## src/rtl/dtt_pkg.sv

```systemverilog
// Shared types, codes and helpers for the deadline timer table.
package dtt_pkg;

  localparam int SLOTS_DEF = 16;

  localparam logic [1:0] FN_TICK    = 2'd0;
  localparam logic [1:0] FN_SET     = 2'd1;
  localparam logic [1:0] FN_KILL    = 2'd2;
  localparam logic [1:0] FN_KILLALL = 2'd3;

  localparam logic [2:0] EV_FIRED   = 3'd0;
  localparam logic [2:0] EV_SET     = 3'd1;
  localparam logic [2:0] EV_KILL    = 3'd2;
  localparam logic [2:0] EV_KILLALL = 3'd3;
  localparam logic [2:0] EV_WAIT    = 3'd4;

  localparam logic [30:0] WAIT_MAX = 31'h7FFF_FFFF;

  typedef logic [3:0][31:0] tags_t;

  typedef struct packed {
    logic        periodic;
    logic        by_callback;
    logic [7:0]  owner;
    logic [30:0] period;
    logic [31:0] due;
  } rec_t;

  typedef struct packed {
    logic        fire;
    logic        shorter;
    logic        owner_hit;
    logic [31:0] cand;
    logic [31:0] due_new;
  } unit_res_t;

  typedef struct packed {
    logic [2:0]  kind;
    logic [3:0]  slot;
    logic [7:0]  owner;
    logic        via_call;
    tags_t       tags;
    logic        ok;
    logic [30:0] wait_ms;
    logic        last;
  } row_t;

  function automatic row_t mk_row(input logic [2:0] kind, input logic [3:0] slot,
                                  input logic ok_bit, input logic last_bit);
    row_t r;
    r = '0;
    r.kind = kind;
    r.slot = slot;
    r.ok   = ok_bit;
    r.last = last_bit;
    return r;
  endfunction

endpackage

```

## src/rtl/dtt_store.sv

```systemverilog
// Slot record and user tag memories, one write port and one registered read port.
module dtt_store import dtt_pkg::*; #(
  parameter int SLOTS = SLOTS_DEF
) (
  input  logic                     clk,
  input  logic                     we,
  input  logic                     tag_we,
  input  logic [$clog2(SLOTS)-1:0] waddr,
  input  rec_t                     wrec,
  input  tags_t                    wtags,
  input  logic [$clog2(SLOTS)-1:0] raddr,
  output rec_t                     rrec,
  output tags_t                    rtags
);

  rec_t  rec_mem [SLOTS];
  tags_t tag_mem [SLOTS];

  always_ff @(posedge clk) begin
    if (we) begin
      rec_mem[waddr] <= wrec;
    end
    if (tag_we) begin
      tag_mem[waddr] <= wtags;
    end
    rrec  <= rec_mem[raddr];
    rtags <= tag_mem[raddr];
  end

endmodule

```

## src/rtl/dtt_unit.sv

```systemverilog
// Shared timer arithmetic: due sum, expiry compare, least-wait compare, owner match.
module dtt_unit import dtt_pkg::*; (
  input  logic [31:0] now,
  input  logic [31:0] due,
  input  logic [30:0] period_in,
  input  logic [30:0] wait_in,
  input  logic [7:0]  owner_ref,
  input  logic [7:0]  owner_rec,
  output unit_res_t   res
);

  logic [32:0] diff;
  logic [31:0] cand;
  logic        fire;

  assign diff = {1'b0, due} - {1'b0, now};
  assign fire = diff[32] || (diff[31:0] == 32'd0);
  assign cand = fire ? {1'b0, period_in} : diff[31:0];

  always_comb begin
    res           = '0;
    res.fire      = fire;
    res.cand      = cand;
    res.shorter   = cand < {1'b0, wait_in};
    res.due_new   = now + {1'b0, period_in};
    res.owner_hit = (owner_ref == 8'd0) || (owner_ref == owner_rec);
  end

endmodule

```

## src/rtl/deadline_timer_table.sv

```systemverilog
// Deadline timer table: top level with the slot sequencer.
// An operation is taken when start is high and busy is low; results appear one per
// cycle with done high and cannot be held off. A tick or killall walks every slot
// through the record memory read port, one slot per cycle, then passes through the
// drain and finish states before it is ready again. A set scans the live bits from
// slot 0 and returns to idle once it takes a free slot or reaches the last slot; a
// kill returns to idle straight from the scan state. Fired events come in ascending
// slot order while the walk runs, and the next-wait result closes each tick.
module deadline_timer_table import dtt_pkg::*; #(
  parameter int SLOTS = SLOTS_DEF
) (
  input  logic        clk,
  input  logic        rst,
  input  logic        start,
  output logic        busy,
  input  logic [1:0]  func,
  input  logic [31:0] now,
  input  logic [30:0] period,
  input  logic        repeat_req,
  input  logic [7:0]  owner,
  input  logic        direct_call,
  input  logic [31:0] tag_a,
  input  logic [31:0] tag_b,
  input  logic [31:0] tag_c,
  input  logic [31:0] tag_d,
  input  logic [3:0]  handle,
  output logic        done,
  output logic [2:0]  event_kind,
  output logic [3:0]  slot_out,
  output logic [7:0]  owner_out,
  output logic        via_call,
  output logic [31:0] tag_a_out,
  output logic [31:0] tag_b_out,
  output logic [31:0] tag_c_out,
  output logic [31:0] tag_d_out,
  output logic        ok,
  output logic [30:0] wait_ms,
  output logic        last
);

  localparam int IW = $clog2(SLOTS);
  localparam logic [IW-1:0] LAST_IDX = IW'(SLOTS - 1);

  typedef enum logic [1:0] {IDLE, SCAN, DRAIN, FINISH} state_t;

  state_t      state;
  logic [SLOTS-1:0] live;
  logic [IW-1:0] idx;
  logic [IW-1:0] b_idx;
  logic        b_vld;
  logic [1:0]  func_r;
  logic [31:0] now_r;
  logic [30:0] period_r;
  logic        rep_r;
  logic [7:0]  own_r;
  logic        call_r;
  tags_t       tags_r;
  logic [3:0]  handle_r;
  logic [30:0] wait_r;
  row_t        res;

  rec_t        rd_rec;
  tags_t       rd_tags;
  rec_t        wr_rec;
  logic        wr_en;
  logic        tag_we;
  logic [IW-1:0] wr_idx;
  unit_res_t   ures;
  logic        set_hit;
  logic        b_live;
  logic        kill_hit;
  logic [IW-1:0] h_idx;

  assign h_idx    = IW'(handle_r);
  assign kill_hit = (32'(handle_r) < SLOTS) && live[h_idx];
  assign set_hit  = (state == SCAN) && (func_r == FN_SET) && !live[idx];
  assign b_live   = b_vld && live[b_idx];

  dtt_unit u_unit (
    .now       (now_r),
    .due       (rd_rec.due),
    .period_in (b_vld ? rd_rec.period : period_r),
    .wait_in   (wait_r),
    .owner_ref (own_r),
    .owner_rec (rd_rec.owner),
    .res       (ures)
  );

  always_comb begin
    wr_rec = rd_rec;
    wr_rec.due = ures.due_new;
    if (!b_vld) begin
      wr_rec.periodic    = rep_r;
      wr_rec.by_callback = call_r;
      wr_rec.owner       = own_r;
      wr_rec.period      = period_r;
    end
  end

  assign wr_en  = set_hit ||
                  (b_live && (func_r == FN_TICK) && ures.fire && rd_rec.periodic);
  assign tag_we = set_hit;
  assign wr_idx = b_vld ? b_idx : idx;

  dtt_store #(.SLOTS(SLOTS)) u_store (
    .clk    (clk),
    .we     (wr_en),
    .tag_we (tag_we),
    .waddr  (wr_idx),
    .wrec   (wr_rec),
    .wtags  (tags_r),
    .raddr  (idx),
    .rrec   (rd_rec),
    .rtags  (rd_tags)
  );

  always_ff @(posedge clk) begin
    if (rst) begin
      state <= IDLE;
      live  <= '0;
      b_vld <= 1'b0;
      done  <= 1'b0;
    end else begin
      done  <= 1'b0;
      b_vld <= 1'b0;
      case (state)
        IDLE: begin
          if (start) begin
            func_r   <= func;
            now_r    <= now;
            period_r <= (period == 31'd0) ? 31'd1 : period;
            rep_r    <= repeat_req;
            own_r    <= owner;
            call_r   <= direct_call;
            tags_r   <= {tag_d, tag_c, tag_b, tag_a};
            handle_r <= handle;
            wait_r   <= WAIT_MAX;
            idx      <= '0;
            state    <= SCAN;
          end
        end
        SCAN: begin
          case (func_r)
            FN_SET: begin
              if (!live[idx]) begin
                live[idx] <= 1'b1;
                res   <= mk_row(EV_SET, 4'(idx), 1'b1, 1'b1);
                done  <= 1'b1;
                state <= IDLE;
              end else if (idx == LAST_IDX) begin
                res   <= mk_row(EV_SET, 4'd0, 1'b0, 1'b1);
                done  <= 1'b1;
                state <= IDLE;
              end else begin
                idx <= idx + 1'b1;
              end
            end
            FN_KILL: begin
              if (kill_hit) begin
                live[h_idx] <= 1'b0;
              end
              res   <= mk_row(EV_KILL, 4'd0, kill_hit, 1'b1);
              done  <= 1'b1;
              state <= IDLE;
            end
            default: begin
              b_vld <= 1'b1;
              b_idx <= idx;
              if (idx == LAST_IDX) begin
                state <= DRAIN;
              end else begin
                idx <= idx + 1'b1;
              end
            end
          endcase
        end
        DRAIN: begin
          state <= FINISH;
        end
        FINISH: begin
          if (func_r == FN_TICK) begin
            res         <= mk_row(EV_WAIT, 4'd0, 1'b1, 1'b1);
            res.wait_ms <= wait_r;
          end else begin
            res <= mk_row(EV_KILLALL, 4'd0, 1'b1, 1'b1);
          end
          done  <= 1'b1;
          state <= IDLE;
        end
        default: begin
          state <= IDLE;
        end
      endcase

      // slot evaluation, in the cycle after the read
      if (b_live) begin
        if (func_r == FN_TICK) begin
          if (ures.fire) begin
            res          <= mk_row(EV_FIRED, 4'(b_idx), 1'b1, 1'b0);
            res.owner    <= rd_rec.owner;
            res.via_call <= rd_rec.by_callback;
            res.tags     <= rd_tags;
            done         <= 1'b1;
            if (!rd_rec.periodic) begin
              live[b_idx] <= 1'b0;
            end
          end
          if ((!ures.fire || rd_rec.periodic) && ures.shorter) begin
            wait_r <= ures.cand[30:0];
          end
        end else if (ures.owner_hit) begin
          live[b_idx] <= 1'b0;
        end
      end
    end
  end

  assign busy       = (state != IDLE);
  assign event_kind = res.kind;
  assign slot_out   = res.slot;
  assign owner_out  = res.owner;
  assign via_call   = res.via_call;
  assign tag_a_out  = res.tags[0];
  assign tag_b_out  = res.tags[1];
  assign tag_c_out  = res.tags[2];
  assign tag_d_out  = res.tags[3];
  assign ok         = res.ok;
  assign wait_ms    = res.wait_ms;
  assign last       = res.last;

  a_fired_not_last: assert property (@(posedge clk) disable iff (rst)
    done && (event_kind == EV_FIRED) |-> !last)
    else $error("fired event marked last");

  a_last_ends_op: assert property (@(posedge clk) disable iff (rst)
    done && last |-> !busy)
    else $error("final result while operation still running");

  a_mid_busy: assert property (@(posedge clk) disable iff (rst)
    done && !last |-> busy)
    else $error("non-final result after operation ended");

  a_start_busy: assert property (@(posedge clk) disable iff (rst)
    start && !busy |=> busy && !done)
    else $error("transfer did not start an operation");

  a_no_overlap: assert property (@(posedge clk) disable iff (rst)
    b_vld |-> (func_r == FN_TICK || func_r == FN_KILLALL) && !set_hit)
    else $error("slot walk overlaps a set");

endmodule
```

## config.mk

```make
export PLATFORM = sky130hd
export DESIGN_NAME = deadline_timer_table
export DESIGN_NICKNAME = d
export VERILOG_FILES = /design/src/rtl/dtt_pkg.sv /design/src/rtl/dtt_store.sv /design/src/rtl/dtt_unit.sv /design/src/rtl/deadline_timer_table.sv
export SDC_FILE = /design/constraint.sdc
export NUM_CORES = 2
export LEC_CHECK = 0
export ABC_AREA = 1
export CAP_MARGIN = 20
export CORE_UTILIZATION = 45
export CTS_CLUSTER_DIAMETER = 150
export DETAILED_ROUTE_END_ITERATION = 6
export DONT_BUFFER_PORTS = 1
export PLACE_DENSITY = 0.65
export SKIP_CTS_REPAIR_TIMING = 1
export SLEW_MARGIN = 20
export SYNTH_ARGS = -nofsm -noshare
export SYNTH_HDL_FRONTEND = slang
export SYNTH_SLANG_ARGS = --single-unit
```

## constraint.sdc

```tcl
create_clock -name clk -period 13.5 [get_ports clk]
set_input_delay 0.675 -clock clk [delete_from_list [all_inputs] [get_ports clk]]
set_output_delay 0.675 -clock clk [all_outputs]
set_load 0.01 [all_outputs]
```

==> results_dict.tcl <==
set metrics [dict create \
    ys_seq_area_share_pct 75.4 \
    violations "DRC" \
    synth-compound-area-share_pct 10.4 \
    layout.filler_cells 27600 \
    floorplan.core_area_sq_mm 0.333 \
    mappedNetlistArea_sq_mm 0.151 \
    drive_above_1_share_pct 6.80 \
    wirelength_microns 429000 \
    hold-path-cell-count 4 \
    dpl_cell_area_sq_mm 0.155 \
    seq_power_share_pct 50.0 \
    layout_commonest_cell "edfxtp_1" \
    crit_path_frequent_cell "a21oi_1" \
    route.detailed.vias_per_inst 5.93 \
    die_w_microns 581 \
    launching_element_type_of_the_critical_path "flop" \
    cts-buffers-inserted 392 \
    post_synth_inst_count 11900 \
    synth_edf_count 3639 \
    setup_viol 0 \
    drt-wirelength-per-cell_microns 25.8 \
    post_synth_and_or_nand_nor_area_fraction_pct 10.4 \
    switchingPower_mw 7.20 \
    clock_net_sink_count 3860 \
    worstSetupPathDepth 22 \
    timing.final.max_slew_violations 0 \
    synth-async-reset-ratio_pct 0 \
    syn-mean-instance-area_sq_um 12.7 \
    final-hold-violation-count 0 \
    drt_pass1_iterations 7 \
    synth.net_count 12200 \
    worst-path-max-fanout 49 \
    maximum_operating_frequency_mhz 149 \
    multiInputGateArea_sq_mm 0.0334 \
    place.detailed.hpwl_microns 228000 \
    ys_dominant_reg_cell "edfxtp_1" \
    fin_crit_sh_pct 49.6 \
    reg2regPathDepth 22 \
    full_die_area_sq_mm 0.337 \
    critical_path.top_delay_family "compound AO/OA/AOI/OAI gates" \
    netlist.top_cell.by_area "edfxtp_1" \
    netlist.area_leader.share_pct 72.5 \
    cts_max_path_buffers 4 \
    final_cell_mix "3639 x edfxtp_1, 1821 x o21ai_0, 1759 x nor2_1" \
    clk_pin_slew_ns 0.07 \
    cts_root_buf "clkbuf_16" \
    synthAdderAreaFrac_pct 0.865 \
    std_cell_rows 212 \
    crit_path_end_kind "flop" \
    initial_utilization_pct 45.2 \
    path_class "reg -> reg" \
    power-per-cell-area_mw_per_mm2 164 \
    maxSlewHeadroom_pct 6.33 \
    seqCellArea_sq_mm 0.114 \
    crit_path_cell_trace "buf_4 -> inv_2 -> buf_4 -> or2_2 -> o21ai_0 -> inv_1 -> ha_1 -> a21oi_1 -> nand2_1 -> a21oi_1 -> o21ai_0 -> a21oi_1 -> o21ai_0 -> a21boi_0 -> o21bai_1 -> a21oi_1 -> inv_1 -> a21oi_1 -> o21ai_0 -> nand3_1 -> nand2_1 -> xor2_1" \
    die_height_microns 581 \
    worst_clock_skew_ns 0.109 \
    ys_top_cells_by_area "edfxtp_1 72%, o21ai_0 6.0%, nor2_1 4.5%, nand2_1 3.9%, o22ai_1 3.4%" \
    floorplan.io_pins 389 \
    p_int_mw 20.7 \
    timing.critical_path.slowest_cell_delay_ns 0.77 \
    post-route-drc-count 1 \
    cellLeakagePower_nw 56.5 \
    finish.utilization_pct 51.1 \
    ys_seq_elements 3860 \
    worst_skew_pair.late_latency_ns 0.98 \
    ys.warnings.count 0 \
    grt_max_degree 243 \
    vias 98400 \
    multiplexer_fraction_of_the_synthesized_cell_area_pct 0 \
    number_of_global_route_vias_before_repair 93800 \
    grt_overflow 0 \
    critical_path.slowest_cell "xor2_1" \
    setup-tns-final_ns 0 \
    largest_family_of_logic_cells_by_synthesized_area "simple AND/OR/NAND/NOR gates" \
    post_route_antenna_net_violation_count 0 \
    final.hold.worst_slack_ns 0.0113 \
    max_cap_violations 0 \
    netlist-cell-type-count 52 \
    worstPathRequired_ns 14.11 \
    timing.hold.worst.class "in -> reg" \
    final.min_clock_period_ns 6.69 \
    ir_worst_vdd_v 0.000116 \
    cts_tree "done" \
    global_route_wire_length_before_repair_microns 621000 \
    run_status "finished, violations left" \
    io_buffer_count 0 \
    worst_slew_pin_slew_ns 1.41 \
    design.final.nets 12200 \
    switching_share_pct 25.8 \
    post_synth_xor_area_fraction_pct 0.250 \
    post_synthesis_to_final_layout_area_growth_pct 13.0 \
    rsz_0062_raised_after_global_routing "false" \
    place_congestion 0.913 \
    p_comb_share_pct 11.2 \
    gr-usage-all-layers_pct 24.6 \
    timing.critical_path.arrival_ns 7.30 \
    grt_antenna_before_repair 71 \
    drt-initial-drc-count 11900 \
    clkPwrFrac_pct 38.8 \
    critical_path.n_buffers_inverters 5 \
    final_cell_area_sq_mm 0.170 \
    htree_num_levels 5 \
]
## synth_stat cells (all sizes together), types with 2 or more instances
| cell | number |
|---|---|
| a22oi | 3 |
| nor3 | 11 |
| a211oi | 12 |
| fa | 2 |
| clkbuf | 691 |
| clkinv | 3 |
| o221ai | 14 |
| a31oi | 33 |
| nand4 | 223 |
| o22ai | 815 |
| a21boi | 4 |
| a221oi | 2 |
| a2111oi | 2 |
| o21ai | 1826 |
| a21oi | 122 |
| xnor2 | 8 |
| buf | 85 |
| ha | 101 |
| o21bai | 5 |
| o41ai | 2 |
| nand2 | 1551 |
| nor4 | 15 |
| nand3b | 6 |
| o31ai | 13 |
| xor2 | 35 |
| nand3 | 298 |
| dfxtp | 221 |
| a22o | 2 |
| a21o | 3 |
| nor2 | 1796 |
| inv | 299 |
| edfxtp | 3639 |
## flip-flops by register name (all words and copies together), names as in the netlist, 4 cells and up, named ones only
name	count
u_store.rrec	73
owner_out	8
idx	4
wait_ms	31
slot_out	4
u_store.tag_mem	2048
tags_r	128
u_store.rec_mem	1168
own_r	8
h_idx	4
live	16
b_idx	4
tag_d_out	32
wait_r	31
u_store.rtags	128
tag_b_out	32
period_r	31
tag_c_out	32
now_r	32
tag_a_out	32
## area by class of cell
class / count / share of cell area, %
Antenna cell: 42 / 0.0617
Clock buffer: 528 / 6.39
Clock inverter: 197 / 1.17
Inverter: 302 / 0.687
Multi-Input combinational cell: 6914 / 19.6
Sequential cell: 3860 / 66.7
Tap cell: 4387 / 3.22
Timing Repair Buffer: 379 / 2.15
## path summary, 6_finish.rpt
check	start	slack [ns]	end
max	b_vld$_SDFF_PP0_	6.81	u_store.rec_mem[9][29]$_DFFE_PP_
min	start	0.01	state[0]$_SDFFE_PP0P_
max reg2reg	b_vld$_SDFF_PP0_	6.81	u_store.rec_mem[9][29]$_DFFE_PP_
min reg2reg	u_store.rtags[62]$_DFF_P_	0.51	tag_b_out[30]$_DFFE_PN_
## power groups by stage
stage	registers, mW	clock network, mW	logic, mW
4_1_cts	14.0	11.0	3.02
5_1_grt	14.0	11.4	3.43
3_5_place_dp	14.2	0	3.00
3_3_place_gp	14.2	0	2.93
6_report	14.0	10.8	3.13
2_1_floorplan	14.0	0	1.98
## through the flow
step / total power, mW / cells / setup slack (ns)
after global routing: 28.8 / 16600 / 6.23
after CTS: 27.9 / 16400 / 7.07
after detailed placement: 17.2 / 15600 / 7.14
after floorplan: 16.0 / 11900 / 3.15
after global placement: 17.1 / 15600 / 7.09
final: 27.9 / 16600 / 6.81
## worst register-to-register path, stage by stage, from the launching register on
cell      delay [ns]
dfxtp_2         0.31
buf_4           0.48
inv_2           0.26
buf_4           0.33
or2_2           0.35
o21ai_0         0.15
inv_1           0.34
ha_1            0.30
a21oi_1         0.14
nand2_1         0.11
a21oi_1         0.32
o21ai_0         0.16
a21oi_1         0.31
o21ai_0         0.25
a21boi_0        0.44
o21bai_1        0.29
a21oi_1         0.31
inv_1           0.07
a21oi_1         0.26
o21ai_0         0.19
nand3_1         0.12
nand2_1         0.06
xor2_1          0.77
## routing by layer
layer  up-vias  track usage (%)  part of all wire, %
met2      4907             39.2                   47
met4        30             7.08                  2.6
met1     49400             34.5                   42
met3       723             4.45                  9.0
li1      43400                -                    -
met5         -                0                0.040
## cell families after synthesis
group / count (synthesis)
AO/OA/AOI/OAI: 2865
XOR/XNOR: 43
adder cells (fa/ha/maj): 103
buffers and inverters: 1078
flip-flops: 3860
AND/OR/NAND/NOR: 3903
No activity file was read; power rests on OpenSTA's default activity.
